File: config.mk
export PLATFORM = sky130hd
export DESIGN_NAME = npc_palette
export DESIGN_NICKNAME = d
export VERILOG_FILES = /design/src/rtl/npc_pkg.sv /design/src/rtl/npc_palette.sv
export SDC_FILE = /design/constraint.sdc
export NUM_CORES = 2
export LEC_CHECK = 0
export BUFFER_PORTS_ARGS = -buffer_cell sky130_fd_sc_hd__clkbuf_2
export CAP_MARGIN = 0
export CORE_AREA = 5 5 656 658
export CTS_CLUSTER_DIAMETER = 40
export CTS_CLUSTER_SIZE = 25
export DETAILED_ROUTE_END_ITERATION = 10
export DIE_AREA = 0 0 661 663
export PLACE_DENSITY_LB_ADDON = 0.08
export SETUP_SLACK_MARGIN = 0.3
export SYNTH_ARGS = -nofsm -noshare
export SYNTH_HDL_FRONTEND = slang
export SYNTH_MEMORY_MAX_BITS = 65536
export SYNTH_SLANG_ARGS = --single-unit
File: constraint.sdc
create_clock -name clk -period 4.5 [get_ports clk]
set_input_delay 0.9 -clock clk [delete_from_list [all_inputs] [get_ports clk]]
set_output_delay 0.9 -clock clk [all_outputs]
set_load 0.02 [all_outputs]
File: src/rtl/npc_pkg.sv
// ----------------------------------------------------------------------------
// npc_pkg: shared types and constants for the nearest palette color block
// Component widths, the distance width, the tag that follows an entry through
// the search pipeline and the opcodes of an input word.
// ----------------------------------------------------------------------------
package npc_pkg;

    localparam int DEFAULT_ENTRIES = 256;
    localparam int IN_W            = 8;
    localparam int CH_W            = 6;
    localparam int SQ_W            = 2 * CH_W;
    localparam int DIST_W          = SQ_W + 2;

    localparam logic [DIST_W-1:0] DIST_MAX = '1;

    localparam logic OP_LOAD  = 1'b0;
    localparam logic OP_QUERY = 1'b1;

    typedef struct packed {
        logic [CH_W-1:0] r;
        logic [CH_W-1:0] g;
        logic [CH_W-1:0] b;
    } color_t;

    typedef struct packed {
        logic valid;
        logic last;
    } tag_t;

endpackage

File: src/rtl/npc_palette.sv
// ----------------------------------------------------------------------------
// npc_palette: palette memory
// One write port for loads and one registered read port for the search.
// Entries that were never written since reset read as zero.
// ----------------------------------------------------------------------------
module npc_palette #(
    parameter int ENTRIES = npc_pkg::DEFAULT_ENTRIES,
    parameter int AW      = $clog2(ENTRIES)
) (
    input  logic            clk,
    input  logic            rst_n,
    input  logic            wr_en,
    input  logic [AW-1:0]   wr_addr,
    input  npc_pkg::color_t wr_data,
    input  logic [AW-1:0]   rd_addr,
    output npc_pkg::color_t rd_data
);
    import npc_pkg::*;

    color_t             mem [ENTRIES];
    logic [ENTRIES-1:0] valid_reg;
    color_t             rd_mem_reg;
    logic               rd_hit_reg;

    always_ff @(posedge clk)
    begin
        if (wr_en)
        begin
            mem[wr_addr] <= wr_data;
        end
        rd_mem_reg <= mem[rd_addr];
    end

    always_ff @(posedge clk or negedge rst_n)
    begin
        if (!rst_n)
        begin
            valid_reg  <= '0;
            rd_hit_reg <= 1'b0;
        end
        else
        begin
            if (wr_en)
            begin
                valid_reg[wr_addr] <= 1'b1;
            end
            rd_hit_reg <= valid_reg[rd_addr];
        end
    end

    // An entry that has not been loaded since reset reads as black.
    assign rd_data = rd_hit_reg ? rd_mem_reg : '0;

endmodule

-- After elaboration in Yosys (flattened, before gate mapping)
Memory sizes are Yosys's and may differ from the RTL's. A register that Yosys moved wholly into a read port is not among the register bits.
Cells that the tools add are included.
- mux-type cells: 7
- order comparisons: 3
- bitwise operators: 1
- reductions and logical operators: 1
- operators by type and width (kind ; count):
    $or A256 B256 Y256 ; 1
    $lt A8 B9 Y1 const B ; 2
    $mux W18 ; 1
    $bmux W1 S8 ; 1
    $demux W1 S8 ; 1
    $ge A8 B1 Y1 const B ; 1
    $mux W1 ; 4
    $logic_and A1 B1 Y1 ; 1
- bits in writable memories: 4608
- output and inout bits: 18
- input bits: 37
- memories kept: 1
- flip-flop bits (word level): 257
- memory list (memory ; depth ; width ; read ports ; clocked after Yosys merged registers in ; wr ports ; RTL line ; text):
    mem ; 256 ; 18 ; 1 ; 1 ; 1 ; npc_palette.sv:20 ; color_t mem [ENTRIES];

-- Logic depth before layout (Yosys ltp)
- word-level depth: 5
- depth in mapped cells: 13
- depth with buffers taken out: 7

-- Worst setup path before layout
OpenSTA, ideal clock, no wires.
- path kind: input -> register
- start: in wr_addr[1]
- end: mem mem[238][0] in the netlist's numbering, enable pin
- arrival time: 2778 ps
- path buffers: 3
- setup time: 393 ps
- cell stages on the path: 6
- path slack: 1329 ps
- cell sequence: clkbuf_1 nor2b_1 clkbuf_1 nand4_1 clkbuf_1 nor2_1
- RTL lines (item ; RTL line ; text):
    start, declared ; npc_palette.sv:13 ; input logic [AW-1:0] wr_addr,
    end, declared ; npc_palette.sv:20 ;
No word-level cell before the write port.

==> impl_metrics.json <==
{
  "worst_setup_path_start_kind": "primary input",
  "cts_root_buffer": "clkbuf_16",
  "rrSetupSlack_ns": 1.29,
  "drc_errors": 0,
  "cp.arrival_ns": 4.86,
  "dr.pass1.iters": 6,
  "viasPerCell": 6.019,
  "cp_max_fo": 30,
  "slowest_stage": "nor3_1",
  "period_share_pct": 86.91,
  "largest_reg_flops": 4608,
  "critPathCapture": "rd_mem_reg[9]",
  "yosys_warnings": 0,
  "wl_per_cell_um": 35.00,
  "cts.repair.resized": 0,
  "holdWs_ns": 0.3055,
  "fin_area_um2": 224200,
  "cp-startpoint": "rd_addr[0]",
  "start_util_pct": 44.85,
  "ys_seq_area_share_pct": 76.50,
  "finClkSkew_ns": 0.06241,
  "p_leak_nw": 74.31,
  "hold_buffers": 1,
  "synthDistinctLibCells": 66,
  "die_w_um": 661,
  "drt_iter0_markers": 11350,
  "rsz0062_at_grt": "false",
  "dieArea_um2": 438200,
  "yosysTopAreaCellShare_pct": 72.92,
  "worst_pin_slew_ns": 1.412,
  "clock_latency_ns": 1.04,
  "peakVddDrop_mv": 0.3451,
  "syn_inst": 8943,
  "row_count": 239,
  "fill_cells": 32920,
  "crit_top_cell": "buf_12",
  "grt_use_total_pct": 25.50,
  "die_h_um": 663,
  "worstPathCellList": "buf_12, buf_12, buf_4, buf_12, buf_4, mux2_2, a221oi_1, a22oi_1, nand4_1, nor3_1, o31ai_1, nor3_1",
  "ios": 55,
  "setup_viol": 0,
  "synth-seq-cells": 4883,
  "crit_cells": 12,
  "h-tree-depth": 6,
  "synth_fp_nets": 8980,
  "max-cap-violations": 0,
  "drv_slew": 0,
  "hold_viol": 0,
  "outcome": "finished, final reports clean",
  "cts_made_buffers": 630,
  "grt_max_degree": 137,
  "rr_endpoint": "rd_mem_reg[6]",
  "clock_path_buffers": 4,
  "routabilityCongestion": 0.8980,
  "timing.slew.headroom_pct": 5.860,
  "required_ns": 5.45,
  "min_period_ns": 3.911,
  "core_area_um2": 423100,
  "path_clk_slew_ns": 0.07,
  "fmax_mhz": 255.7,
  "r2r_start": "mem[112][6]",
  "critPathBufInv": 5,
  "antenna_found_initial": 48,
  "vias": 97360,
  "worstSetupEndpointType": "flop",
  "reg2reg_depth": 7,
  "synthMostInstantiatedCell": "edfxtp_1",
  "drt-total-wl_um": 566100,
  "drive_gt1_share_pct": 35.41,
  "cts_setup_buffers": 0,
  "port-buffer-count": 54,
  "synth_edf_count": 4608,
  "synthTopCellsByArea": "edfxtp_1, mux4_2, dfrtp_1, mux2i_1, mux2_2",
  "power-per-cell-area_nw_per_um2": 479.1,
  "avgSynthCellArea_um2": 21.22,
  "cts.sinks": 4883,
  "placed_area_um2": 202200,
  "overflow": 0,
  "postRouteAntennaNets": 0,
  "crit_path_max_incr_delay_ns": 0.89,
  "dpl.hpwl_um": 348300,
  "synthArstFlopShare_pct": 5.263,
  "ys.flop_type": "edfxtp_1",
  "area_growth_pct": 18.12,
  "hold_path.class": "primary input to flop",
  "synth_common_cells": "edfxtp_1, mux4_2, mux2i_1, nor2_1, dfrtp_1",
  "fin_nets": 9995,
  "crit_family": "simple AND/OR/NAND/NOR gates",
  "synth_top_area_cell": "edfxtp_1",
  "multi_input_area_um2": 41620,
  "grt_pass1_vias": 98680,
  "regArea_um2": 145200,
  "syn_area_um2": 189800,
  "path_class": "primary input to flop",
  "cts_tree": "done",
  "grt_pass1_wl_um": 788100
}
cells by family after synthesis:
kind of cell           Yosys count  share of synthesized area (%)
DFF                           4883                          76.50
muxes                         1595                          15.40
and+or+nand+nor                971                          2.539
AOI/OAI and AO/OA              954                          3.612
buffers and inverters          540                          1.953
through the flow:
step | power, mW | cells | setup WS [ns] | setup TNS (ns) | util [%]
2_1_floorplan | 53.79 | 8943 | 1.329 | 0 | -
3_3_place_gp | 56.66 | 14990 | -0.4937 | -2.822 | 47.79
3_5_place_dp | 56.76 | 14990 | -0.4891 | -2.927 | 47.79
4_1_cts | 108.3 | 16160 | 0.6572 | 0 | 52.96
5_1_grt | 110.5 | 16170 | 0.6143 | 0 | 52.97
6_report | 107.4 | 16180 | 0.5891 | 0 | 52.98
worst min path at each step:
stage,startpoint,to,slack (ns),depth (start not counted)
after detailed placement,valid_reg[141],valid_reg[141],0.45,1
after floorplan,valid_reg[117],valid_reg[117],0.43,1
after global routing,wr_data[15],mem[4][15],0.27,1
final,wr_data[15],mem[4][15],0.31,1
after CTS,wr_data[0],mem[101][0],0.23,1
after global placement,valid_reg[49],valid_reg[49],0.44,1
final cells by class:
| cell class | instances | area share [%] |
|---|---|---|
| inverters | 4 | 0.01451 |
| clock inverters | 453 | 2.365 |
| diodes | 14 | 0.01563 |
| multi-input cells | 3520 | 18.57 |
| well taps | 5663 | 3.161 |
| repair buffers | 919 | 3.726 |
| clock buffers | 719 | 7.391 |
| flip-flops and latches | 4883 | 64.76 |
per-layer routing:
metal	part of all wire [%]	GRT usage, %	wire [um]	up-vias
li1	-	-	-	39810
met1	42	36.72	236100	52670
met2	47	39.83	267100	3989
met3	7.7	4.733	43520	876
met4	3.4	7.810	19290	6
met5	0.0072	0	41	-
worst reg2reg max path, stage by stage (launching register included):
cell and delay [ns]:
edfxtp_1 0.34, mux2_2 0.15, a221oi_1 0.08, o21ai_0 0.45, nand4_1 0.23, nand4b_1 0.26, or4_1 0.89, nor3_1 0.64
cells in the final DEF (no fill, tap or decap), types with 52 or more instances in the layout:
master,synthesis,final
mux2i_1,357,357
buf_12,38,109
clkinv_1,2,52
a221oi_1,150,150
buf_4,60,756
inv_6,0,86
bufinv_16,0,75
mux4_2,989,989
edfxtp_1,4608,4608
nor2_1,340,98
or2_2,256,256
o21ai_0,131,131
a22oi_1,87,87
o221ai_1,84,84
clkinvlp_4,0,69
clkbuf_16,0,645
nor3_1,139,137
dfrtp_1,257,257
nand2_1,106,105
mux2_2,211,211
clkinv_2,0,63
o22ai_1,144,144
clkbuf_1,191,59
a21oi_1,154,154
clkinv_4,0,54
nor2_2,1,238
where the power goes:
group          internal, mW  leakage (nW)  switching, mW
Sequential             50.0          45.1          0.140
Combinational          2.00          18.7           3.61
Clock                  31.3          10.5           20.3
No activity file was read; power rests on OpenSTA's default activity.
