### config.mk
export PLATFORM = sky130hd
export DESIGN_NAME = npc_dist
export DESIGN_NICKNAME = d
export VERILOG_FILES = /design/src/rtl/npc_pkg.sv /design/src/rtl/npc_dist.sv
export SDC_FILE = /design/constraint.sdc
export NUM_CORES = 1
export LEC_CHECK = 0
export BUFFER_PORTS_ARGS = -buffer_cell sky130_fd_sc_hd__buf_4
export CAP_MARGIN = 20
export CORE_ASPECT_RATIO = 1.1
export CORE_MARGIN = 4
export CORE_UTILIZATION = 55
export CTS_CLUSTER_DIAMETER = 40
export CTS_CLUSTER_SIZE = 16
export DETAILED_ROUTE_END_ITERATION = 8
export PLACE_DENSITY = 0.78
export SLEW_MARGIN = 20
export SYNTH_ARGS = -nofsm -noshare
export SYNTH_HDL_FRONTEND = slang
export SYNTH_SLANG_ARGS = --single-unit
### constraint.sdc
create_clock -name clk -period 0.9 [get_ports clk]
set_input_delay 0.09 -clock clk [delete_from_list [all_inputs] [get_ports clk]]
set_output_delay 0.09 -clock clk [all_outputs]
set_load 0.005 [all_outputs]
### src/rtl/npc_pkg.sv
// ----------------------------------------------------------------------------
// npc_pkg: shared types and constants for the nearest palette color block
// Component widths, the distance width, the tag that follows an entry through
// the search pipeline and the opcodes of an input word.
// ----------------------------------------------------------------------------
package npc_pkg;

    localparam int DEFAULT_ENTRIES = 256;
    localparam int IN_W            = 8;
    localparam int CH_W            = 6;
    localparam int SQ_W            = 2 * CH_W;
    localparam int DIST_W          = SQ_W + 2;

    localparam logic [DIST_W-1:0] DIST_MAX = '1;

    localparam logic OP_LOAD  = 1'b0;
    localparam logic OP_QUERY = 1'b1;

    typedef struct packed {
        logic [CH_W-1:0] r;
        logic [CH_W-1:0] g;
        logic [CH_W-1:0] b;
    } color_t;

    typedef struct packed {
        logic valid;
        logic last;
    } tag_t;

endpackage

### src/rtl/npc_dist.sv
// ----------------------------------------------------------------------------
// npc_dist: squared distance unit
// Computes the squared Euclidean distance between the query color and one
// palette entry per cycle, registered together with the entry's index and tag.
// ----------------------------------------------------------------------------
module npc_dist #(
    parameter int AW = 8
) (
    input  logic                         clk,
    input  logic                         rst_n,
    input  npc_pkg::tag_t                in_tag,
    input  logic [AW-1:0]                in_idx,
    input  npc_pkg::color_t              query,
    input  npc_pkg::color_t              entry,
    output npc_pkg::tag_t                out_tag,
    output logic [AW-1:0]                out_idx,
    output logic [npc_pkg::DIST_W-1:0]   out_dist
);
    import npc_pkg::*;

    logic [CH_W-1:0]   dr, dg, db;
    logic [SQ_W-1:0]   sr, sg, sb;
    logic [DIST_W-1:0] sq_sum;
    tag_t              tag_reg;
    logic [AW-1:0]     idx_reg;
    logic [DIST_W-1:0] dist_reg;

    always_comb
    begin
        dr     = (query.r >= entry.r) ? (query.r - entry.r) : (entry.r - query.r);
        dg     = (query.g >= entry.g) ? (query.g - entry.g) : (entry.g - query.g);
        db     = (query.b >= entry.b) ? (query.b - entry.b) : (entry.b - query.b);
        sr     = SQ_W'(dr) * SQ_W'(dr);
        sg     = SQ_W'(dg) * SQ_W'(dg);
        sb     = SQ_W'(db) * SQ_W'(db);
        sq_sum = DIST_W'(sr) + DIST_W'(sg) + DIST_W'(sb);
    end

    always_ff @(posedge clk or negedge rst_n)
    begin
        if (!rst_n)
        begin
            tag_reg <= '0;
        end
        else
        begin
            tag_reg <= in_tag;
        end
    end

    always_ff @(posedge clk)
    begin
        idx_reg  <= in_idx;
        dist_reg <= sq_sum;
    end

    assign out_tag  = tag_reg;
    assign out_idx  = idx_reg;
    assign out_dist = dist_reg;

endmodule

=== After elaboration in Yosys (flattened, before gate mapping) ===
Cells that the tools add are included.

* $mul: 3
* Mux-type cells: 3
* Magnitude comparators: 3
* Add/subtract/negate cells: 8

{| class="wikitable"
|+ Operators by type and width
! cell !! number
|-
| $mul 6x6->12 || 3
|-
| $sub 6x6->6 || 6
|-
| $ge 6x6->1 || 3
|-
| $mux 6 || 3
|-
| $add 13x12->14 || 1
|-
| $add 12x12->13 || 1
|}

* Register bits: 24
* Input bits: 48

=== Longest topological paths before layout ===
Gate-level depths: netlist of the first run.

* Depth after elaboration: 5
* Depth in mapped cells: 30
* Mapped depth without buffers: 30

=== Least setup slack after synthesis of the first run ===
OpenSTA, ideal clock, no wires.

* Path type: input to register
* Start: input port query[0] (netlist bit)
* End: register dist_reg[12] (netlist: out_dist[12])
* Path slack: -5.559 ns
* Setup time: 0.072 ns
* Arrival time: 6.387 ns
* Cell stages on the path: 27
* Data required time: 0.828 ns
* Buffers on the path: 0
* Path through: inv_1 > ha_1 > inv_1 > fa_1 > a21oi_1 > o21ai_2 > a31oi_4 > mux2i_1 > xor2_2 > nand2_1 > fa_1 > fa_1 > inv_1 > fa_1 > inv_1 > fa_1 > inv_1 > fa_1 > inv_1 > fa_1 > inv_1 > ha_1 > a21oi_1 > o21ai_0 > a21o_1 > a21oi_1 > xnor2_1

* Cells in the longest elaborated chain, start to end: 4
* Elaborated cells on any way between the ends: 6
* Those cells by class: add/sub (3); mul (1); order compare (1); mux (1)

{| class="wikitable"
|+ Ends and longest elaborated chain
! item !! RTL line !! source
|-
| start: declaration || npc_dist.sv:13 || <nowiki>input npc_pkg::color_t query,</nowiki>
|-
| $sub 6x6->6 or $ge 6x6->1 (tied branches) || npc_dist.sv:32 || <nowiki>db = (query.b >= entry.b) ? (query.b - entry.b) : (entry.b - query.b);</nowiki>
|-
| $mux 6 * || npc_dist.sv:32 ||
|-
| $mul 6x6->12 * || npc_dist.sv:35 || <nowiki>sb = SQ_W'(db) * SQ_W'(db);</nowiki>
|-
| $add 13x12->14 * || npc_dist.sv:36 || <nowiki>sq_sum = DIST_W'(sr) + DIST_W'(sg) + DIST_W'(sb);</nowiki>
|-
| named net sq_sum[12] || npc_dist.sv:23 || <nowiki>logic [DIST_W-1:0] sq_sum;</nowiki>
|-
| end signal: assignment || npc_dist.sv:54 || <nowiki>dist_reg <= sq_sum;</nowiki>
|-
| end: declaration || npc_dist.sv:26 || <nowiki>logic [DIST_W-1:0] dist_reg;</nowiki>
|}

Mark *: on every way through the listed nets, which the timed path passes. The rest lies on a longest branch.

=== Final worst setup path of the first run ===
* Start: input port query[6] (netlist bit)
* End: register dist_reg[9] (netlist: out_dist[9])

* Cells in the longest elaborated chain, start to end: 5
* Elaborated cells on any way between the ends: 7
* Those cells by class: add/sub (4); mul (1); order compare (1); mux (1)

{| class="wikitable"
|+ Ends and longest elaborated chain
! item !! RTL line !! source
|-
| $sub 6x6->6 or $ge 6x6->1 (tied branches) || npc_dist.sv:31 || <nowiki>dg = (query.g >= entry.g) ? (query.g - entry.g) : (entry.g - query.g);</nowiki>
|-
| $mux 6 * || npc_dist.sv:31 ||
|-
| $mul 6x6->12 * || npc_dist.sv:34 || <nowiki>sg = SQ_W'(dg) * SQ_W'(dg);</nowiki>
|-
| $add 12x12->13 * || npc_dist.sv:36 ||
|-
| $add 13x12->14 * || npc_dist.sv:36 ||
|-
| named net sq_sum[9] || npc_dist.sv:23 ||
|}

Marks and branches as above.

==> summary.md, run 1 <==
| Metric | Value |
|---|---|
| Outcome | finished, violations left |
| Failing checks | setup timing |
| Routed wire length | 15.0 mm |
| Synth area leader | fa_1 |
| P&R area growth vs syn | 51.5% |
| Placed inst area | 6260 sq um |
| Largest net degree at the start of global routing | 15 |
| Synth top area share | 28.9% |
| Post-detail-place hpwl | 9.55 mm |
| Mean Syn Cell Area | 9.03 sq um |
| Worst path required time | 1080 ps |
| Hold Violations, Final | 0 |
| Dpl cells | 793 |
| Syn_nets | 691 |
| Post-Syn Area | 4570 sq um |
| Worst slew pin tran | 349 ps |
| MaxCap Viol Count | 0 |
| Sequential area share after synthesis | 10.7% |
| Placeable Area | 8000 sq um |
| Mapped Cells | 506 |
| Via/cell ratio | 5.28 |
| Synth Register Bits | 24 |
| Layout cell share with drive strength beyond 1 | 43.7% |
| Final ANT Viol Nets | 0 |
| GRT Overall Usage | 28.5% |
| Top Ports | 72 |
| RSZ-0062 raised after global routing | true |
| Cell area after layout | 6920 sq um |
| Uppermost routed layer | met4 |
| Slowest CP cell | fa_1 |
| Netlist cell types | 44 |
| Root buf cell | clkbuf_8 |
| Relative slew slack | 76.7% |
| Number of synthesized flops with an enable pin | 0 |
| Num CTS Buffers | 3 |
| Routed len/inst | 18.1 microns |
| DIE WIDTH | 94.9 microns |
| CP peak stage delay | 600 ps |
| Die area | 9830 sq um |
| FILL cells | 377 |
| Post-layout minimum cycle time | 6060 ps |
| M1 wire length | 4.99 mm |
| Worst Path Max Fanout | 3 |
| Initial Util | 57.1% |
| Final setup viols | 14 |
| Initial DRC count | 273 |
| Max Fclk | 165 MHz |
| Commonest non-fill, non-tap cell in the layout | buf_4 |
| Min setup slack post-route | -5160 ps |
| Ys Warns | 0 |
| Drt first pass iters | 5 |
| Nets@finish | 909 |
| CTS tree | done |
| Max Slew Vio Count | 0 |
| H-tree levels | 1 |
| Number of global-route vias before repair | 4880 |
| Most frequent cells in the layout | buf_4 (194), inv_1 (119), ha_1 (60) |
| Row count | 34 |
| DRC | 0 |
| Gpl congestion | 0.902 |
| Initial antenna violation count | 1 |
| Synth async-reset ratio | 8.33% |
| Clk slew on worst S/H paths | 90 ps |
| Clk sinks | 24 |
| Met3 WL post-DR | 703 microns |
| IO buf count | 71 |
| First-pass GRT wire length | 22.2 mm |
| Met2 WL post-DR | 8.35 mm |
| CP Class | in -> reg |
| Die Span Y | 104 microns |
| Clock tree buffer depth | 2 |
| CP endpoint kind | flop |
| Non-filler cells, final | 832 |
| Vias | 4391 |
| Worst Setup Start Kind | input port |
| Crit path DAT | 6250 ps |
| Top FF cell, synth | dfxtp_1 |
| Fin crit share | 674% |
| Hold Path Class | in -> async |
| GR Overflow Total | 0 |
| Top cells by area, synth | fa_1 (29%), ha_1 (19%), inv_1 (12%), dfxtp_1 (9.6%), a21oi_1 (3.5%) |
==> per-layer routing <==
metal | track usage [%] | up-vias
met2 | 54.3 | 200
met4 | 15.7 | 0
li1 | - | 1999
met3 | 2.32 | 72
met1 | 29.7 | 2120
met5 | 0 | -
==> kinds of logic (layout without fill, tap and decap cells) <==
logic type	Yosys count	after routing	share of synthesized area, %
buf+inv	147	364	12.4
fa+ha+maj	137	137	48.3
simple gates	88	88	9.39
compound gates	75	75	11.2
xor+xnor	24	24	5.42
flops	24	24	10.7
mux	11	11	2.52
other cells	0	1	0
==> registers in the layout, indices dropped and copies added, names as in the netlist <==
register and cells:
out_dist 14, out_idx 8, out_tag 2
==> final timing paths <==
path / depth (start not counted) / slack [ps] / start / endpoint
worst max-delay path: 29 / -5160 / query[6] / out_dist[9]$_DFF_P_
max in group asynchronous: 2 / 670 / rst_n / out_tag[1]$_DFF_PN0_
min in group clk: 5 / 370 / entry[6] / out_dist[0]$_DFF_P_
worst min-delay path: 2 / 140 / rst_n / out_tag[0]$_DFF_PN0_
==> cells in the mapped netlist (2+ instances only) <==
cell,number
inv_1,142
ha_1,71
fa_1,66
a21oi_1,32
nand2_1,29
dfxtp_1,22
nor2_1,22
xnor2_1,13
mux2i_1,10
a21o_1,9
nand2b_1,9
a221oi_1,7
and2_1,7
nand3b_1,6
xor2_1,6
o21ai_0,5
or2_2,5
o21a_1,4
o22ai_1,4
xnor2_2,4
nor2b_1,3
o21bai_1,3
a31oi_4,2
dfrtp_1,2
nand3_1,2
nand4_1,2
o211ai_1,2
==> area by class of cell <==
type / count / area (sq um) / area share [%]
clock inverters: 1 / 30.0 / 0.434
diodes: 1 / 2.50 / 0.0361
inverters: 143 / 569 / 8.22
repair buffers: 217 / 1720 / 24.8
flip-flops and latches: 24 / 490 / 7.08
multi-input cells: 335 / 3940 / 56.8
clock buffers: 3 / 41.3 / 0.596
well taps: 108 / 135 / 1.95
==> critical path: cells and delay by family <==
| family | cells | cell delay, ps |
|---|---|---|
| and+or+nand+nor | 1 | 240 |
| adders and majority gates | 9 | 3940 |
| xor gates and xnor gates | 2 | 270 |
| AOI/OAI and AO/OA | 7 | 1010 |
| buffers and inverters | 10 | 700 |
==> per-stage QoR <==
stage	hold WS [ps]	util, %	setup WS, ps	TNS, ps
finish	143	86.6	-5160	-55030
global route	136	86.6	-5400	-57600
CTS	128	83.1	-5040	-53700
detailed placement	-124	78.3	-5440	-58390
global placement	-129	78.3	-5300	-57080
floorplan	-206	-	-5040	-52530
==> repair_timing <==
action                                 CTS  global route
endpoints found under the hold margin   12             0
gates resized for setup                 33            45
pin swaps                               32            38
gates cloned                             0             0
buffers inserted                        11            12
hold buffers                            11             0
setup endpoints to repair               13            13
Power of run 1 is left out: the tool's default activity adds up to more than one toggle a clock period on the data nets, which glitch-free logic cannot reach.
==> run 2: changes to the inputs <==
- CELL_PAD_IN_SITES_DETAIL_PLACEMENT: unset -> 1
- CELL_PAD_IN_SITES_GLOBAL_PLACEMENT: unset -> 1
- CORE_UTILIZATION: 55 -> 48
- PLACE_DENSITY: 0.78 -> 0.95
- RECOVER_POWER: unset -> 100
==> summary.md, run 2 <==
| Metric | Value |
|---|---|
| Synth area leader | fa_1 |
| Mean Syn Cell Area | 9.03 sq um (unchanged) |
| Ys Warns | 0 (unchanged) |
| Synth async-reset ratio | 8.33% (unchanged) |
| Mapped Cells | 506 (unchanged) |
| Post-CTS Hold Fix Bufs | 11 (unchanged) |
| Die Span Y | 110 microns (+6.5%) |
| Gpl congestion | 0.908 (+0.68%) |
| Top Ports | 72 (unchanged) |
| Initial Util | 49.1% (-8.0 points) |
| Post_cts resized | 72 (+120%) |
| Clock tree buffer depth | 2 (unchanged) |
| Top FF cell, synth | dfxtp_1 |
| Row count | 37 (+8.8%) |
| Place WS | -6050 ps (-612 ps) |
| Stop err | [ERROR DPL-0033] detailed placement checks failed during check placement. |
| Netlist cell types | 44 (unchanged) |
| Top cells by area, synth | fa_1 (29%), ha_1 (19%), inv_1 (12%), dfxtp_1 (9.6%), a21oi_1 (3.5%) |
| Dpl cells | 801 (+1.0%) |
| Number of synthesized flops with an enable pin | 0 (unchanged) |
| Failed at | clock tree synthesis |
| Most frequent cells after synthesis | inv_1 (142), ha_1 (71), fa_1 (66) |
| Syn_nets | 691 (unchanged) |
| Clk sinks | 24 (unchanged) |
| DIE WIDTH | 101 microns (+6.4%) |
| Synth top area share | 28.9% (unchanged) |
| Root buf cell | clkbuf_8 |
| H-tree levels | 1 (unchanged) |
| Sequential area share after synthesis | 10.7% (unchanged) |
| Num CTS Buffers | 3 (unchanged) |
| Post-detail-place hpwl | 16.2 mm (+69%) |
| Outcome | aborted with a tool error |
| Synth Register Bits | 24 (unchanged) |
| Most numerous cell in the Yosys netlist | inv_1 |
| Postcts setup bufs | 22 (+11) |
| Post-Syn Area | 4570 sq um (unchanged) |
| IO buf count | 71 (unchanged) |
==> run 2: cell counts after synthesis <==
No cell type changed its count.
==> run 2: stage by stage <==
| stage | cell area (sq um) | util, % |
|---|---|---|
| 2_1_floorplan | 4790 | - |
| 3_3_place_gp | 6270 | 67.4 |
| 3_5_place_dp | 6270 | 67.4 |
==> run 2: kinds of logic after synthesis <==
group / synth area share (%)
mux: 2.52
flops: 10.7
buf+inv: 12.4
xor+xnor: 5.42
fa+ha+maj: 48.3
simple gates: 9.39
compound gates: 11.2
==> run 3: changes to the inputs <==
- CELL_PAD_IN_SITES_DETAIL_PLACEMENT: 1 -> unset
- CELL_PAD_IN_SITES_GLOBAL_PLACEMENT: 1 -> unset
- CORE_ASPECT_RATIO: 1.1 -> unset
- CORE_UTILIZATION: 48 -> 40
- CTS_CLUSTER_DIAMETER: 40 -> unset
- CTS_CLUSTER_SIZE: 16 -> unset
- PLACE_DENSITY: 0.95 -> unset
- PLACE_DENSITY_LB_ADDON: unset -> 0.15
==> summary.md, run 3 (synthesized netlist as in run 1, its figures left out) <==
| Metric | Value |
|---|---|
| GR Overflow Total | 0 |
| Multi-input logic area | 3950 sq um |
| Top Ports | 72 (unchanged) |
| CTS tree | done |
| Max FFs per register | 14 |
| Num CTS Buffers | 3 (unchanged) |
| Slowest CP cell | fa_2 |
| Largest net degree at the start of global routing | 15 |
| CP peak stage delay | 570 ps |
| Post-detail-place hpwl | 8.90 mm (-45%) |
| Drt first pass iters | 4 |
| Family with the most delay on the worst path | adder cells |
| Placed inst area | 6320 sq um (+0.82%) |
| Row count | 38 (+2.7%) |
| Layout cell share with drive strength beyond 1 | 42.0% |
| Vias | 3967 |
| Worst path required time | 1090 ps |
| Final setup viols | 13 |
| Routed wire length | 10.3 mm |
| MaxCap Viol Count | 0 |
| Final ANT Viol Nets | 0 |
| Root buf cell | clkbuf_16 |
| Failing checks | setup timing |
| Number of global-route vias before repair | 4246 |
| Initial antenna violation count | 0 |
| Outcome | finished, violations left |
| Die area | 13200 sq um |
| Post-layout minimum cycle time | 5850 ps |
| Worst slew pin tran | 446 ps |
| Initial DRC count | 101 |
| Commonest non-fill, non-tap cell in the layout | buf_4 |
| Most frequent cells in the layout | buf_4 (150), inv_1 (122), ha_1 (58) |
| Crit path DAT | 6040 ps |
| Crit-path most repeated cell | fa_2 |
| Nets@finish | 901 |
| Worst Setup Start Kind | input port |
| Die Span Y | 115 microns (+4.1%) |
| ANT cells | 0 |
| DIE WIDTH | 115 microns (+14%) |
| Clock tree buffer depth | 2 (unchanged) |
| Min setup slack post-route | -4950 ps |
| Via/cell ratio | 4.64 |
| Relative slew slack | 70.3% |
| IO buf count | 71 (unchanged) |
| Gpl congestion | 0.848 (-6.7%) |
| First-pass GRT wire length | 18.0 mm |
| Cell area after layout | 6950 sq um |
| H-tree levels | 1 (unchanged) |
| GRT Overall Usage | 16.4% |
| P&R area growth vs syn | 52.0% |
| DRC | 0 |
| Clk slew on worst S/H paths | 60 ps |
| Worst Path Max Fanout | 4 |
| Initial Util | 41.4% (-7.7 points) |
| Clk sinks | 24 (unchanged) |
| Place WS | -5450 ps (+598 ps) |
| FILL cells | 978 |
| CP endpoint kind | flop |
| Max Fclk | 171 MHz |
| Placeable Area | 11000 sq um |
| RSZ-0062 raised after global routing | true |
| Max Slew Vio Count | 0 |
| Hold slack | 163 ps |
| Routed len/inst | 12.1 microns |
| Hold Violations, Final | 0 |
| Fin crit share | 650% |
| Reg area | 490 sq um |
| CP Class | in -> reg |
| Worst Path Buf+Inv | 7 |
| Hold Path Class | in -> async |
run 3: layout make-up:
| class | instances | share of cell area (%) |
|---|---|---|
| Timing Repair Buffer | 209 | 23.9 |
| Multi-Input combinational cell | 335 | 56.8 |
| Clock inverter | 1 | 0.432 |
| Tap cell | 140 | 2.52 |
| Sequential cell | 24 | 7.06 |
| Inverter | 143 | 8.16 |
| Clock buffer | 3 | 1.08 |
run 3: what timing repair did:
item,4_1_cts,5_1_grt
hold endpoints to repair,12,0
hold buffers,11,0
resized for setup,55,23
pin swaps,32,39
buffers inserted,8,7
setup endpoints to repair,13,13
run 3: worst paths after layout:
kind                            from              endpoint  slack [ps]  depth (start not counted)
worst max-delay path        query[0]  out_dist[12]$_DFF_P_       -4950                         28
worst min-delay path           rst_n  out_tag[1]$_DFF_PN0_         160                          2
max in group asynchronous      rst_n  out_tag[0]$_DFF_PN0_         650                          2
min in group clk           entry[12]   out_dist[0]$_DFF_P_         440                          5
run 3: through the flow:
stage | cells | utilization, % | setup TNS [ps]
global placement | 827 | 57.3 | -57330
detailed placement | 827 | 57.3 | -58080
finish | 855 | 63.0 | -52250
floorplan | 506 | - | -52530
global route | 855 | 63.0 | -55000
CTS | 849 | 61.7 | -52620
run 3: metal layers:
metal  GRT usage, %  up-vias  wire [microns]
met5              0        -               0
met4           4.30        0             216
met3           1.58       14             328
met2           29.7       74            5390
met1           20.8     1900            4370
li1               -     1979               -
Power of run 3 is left out for the same reason.
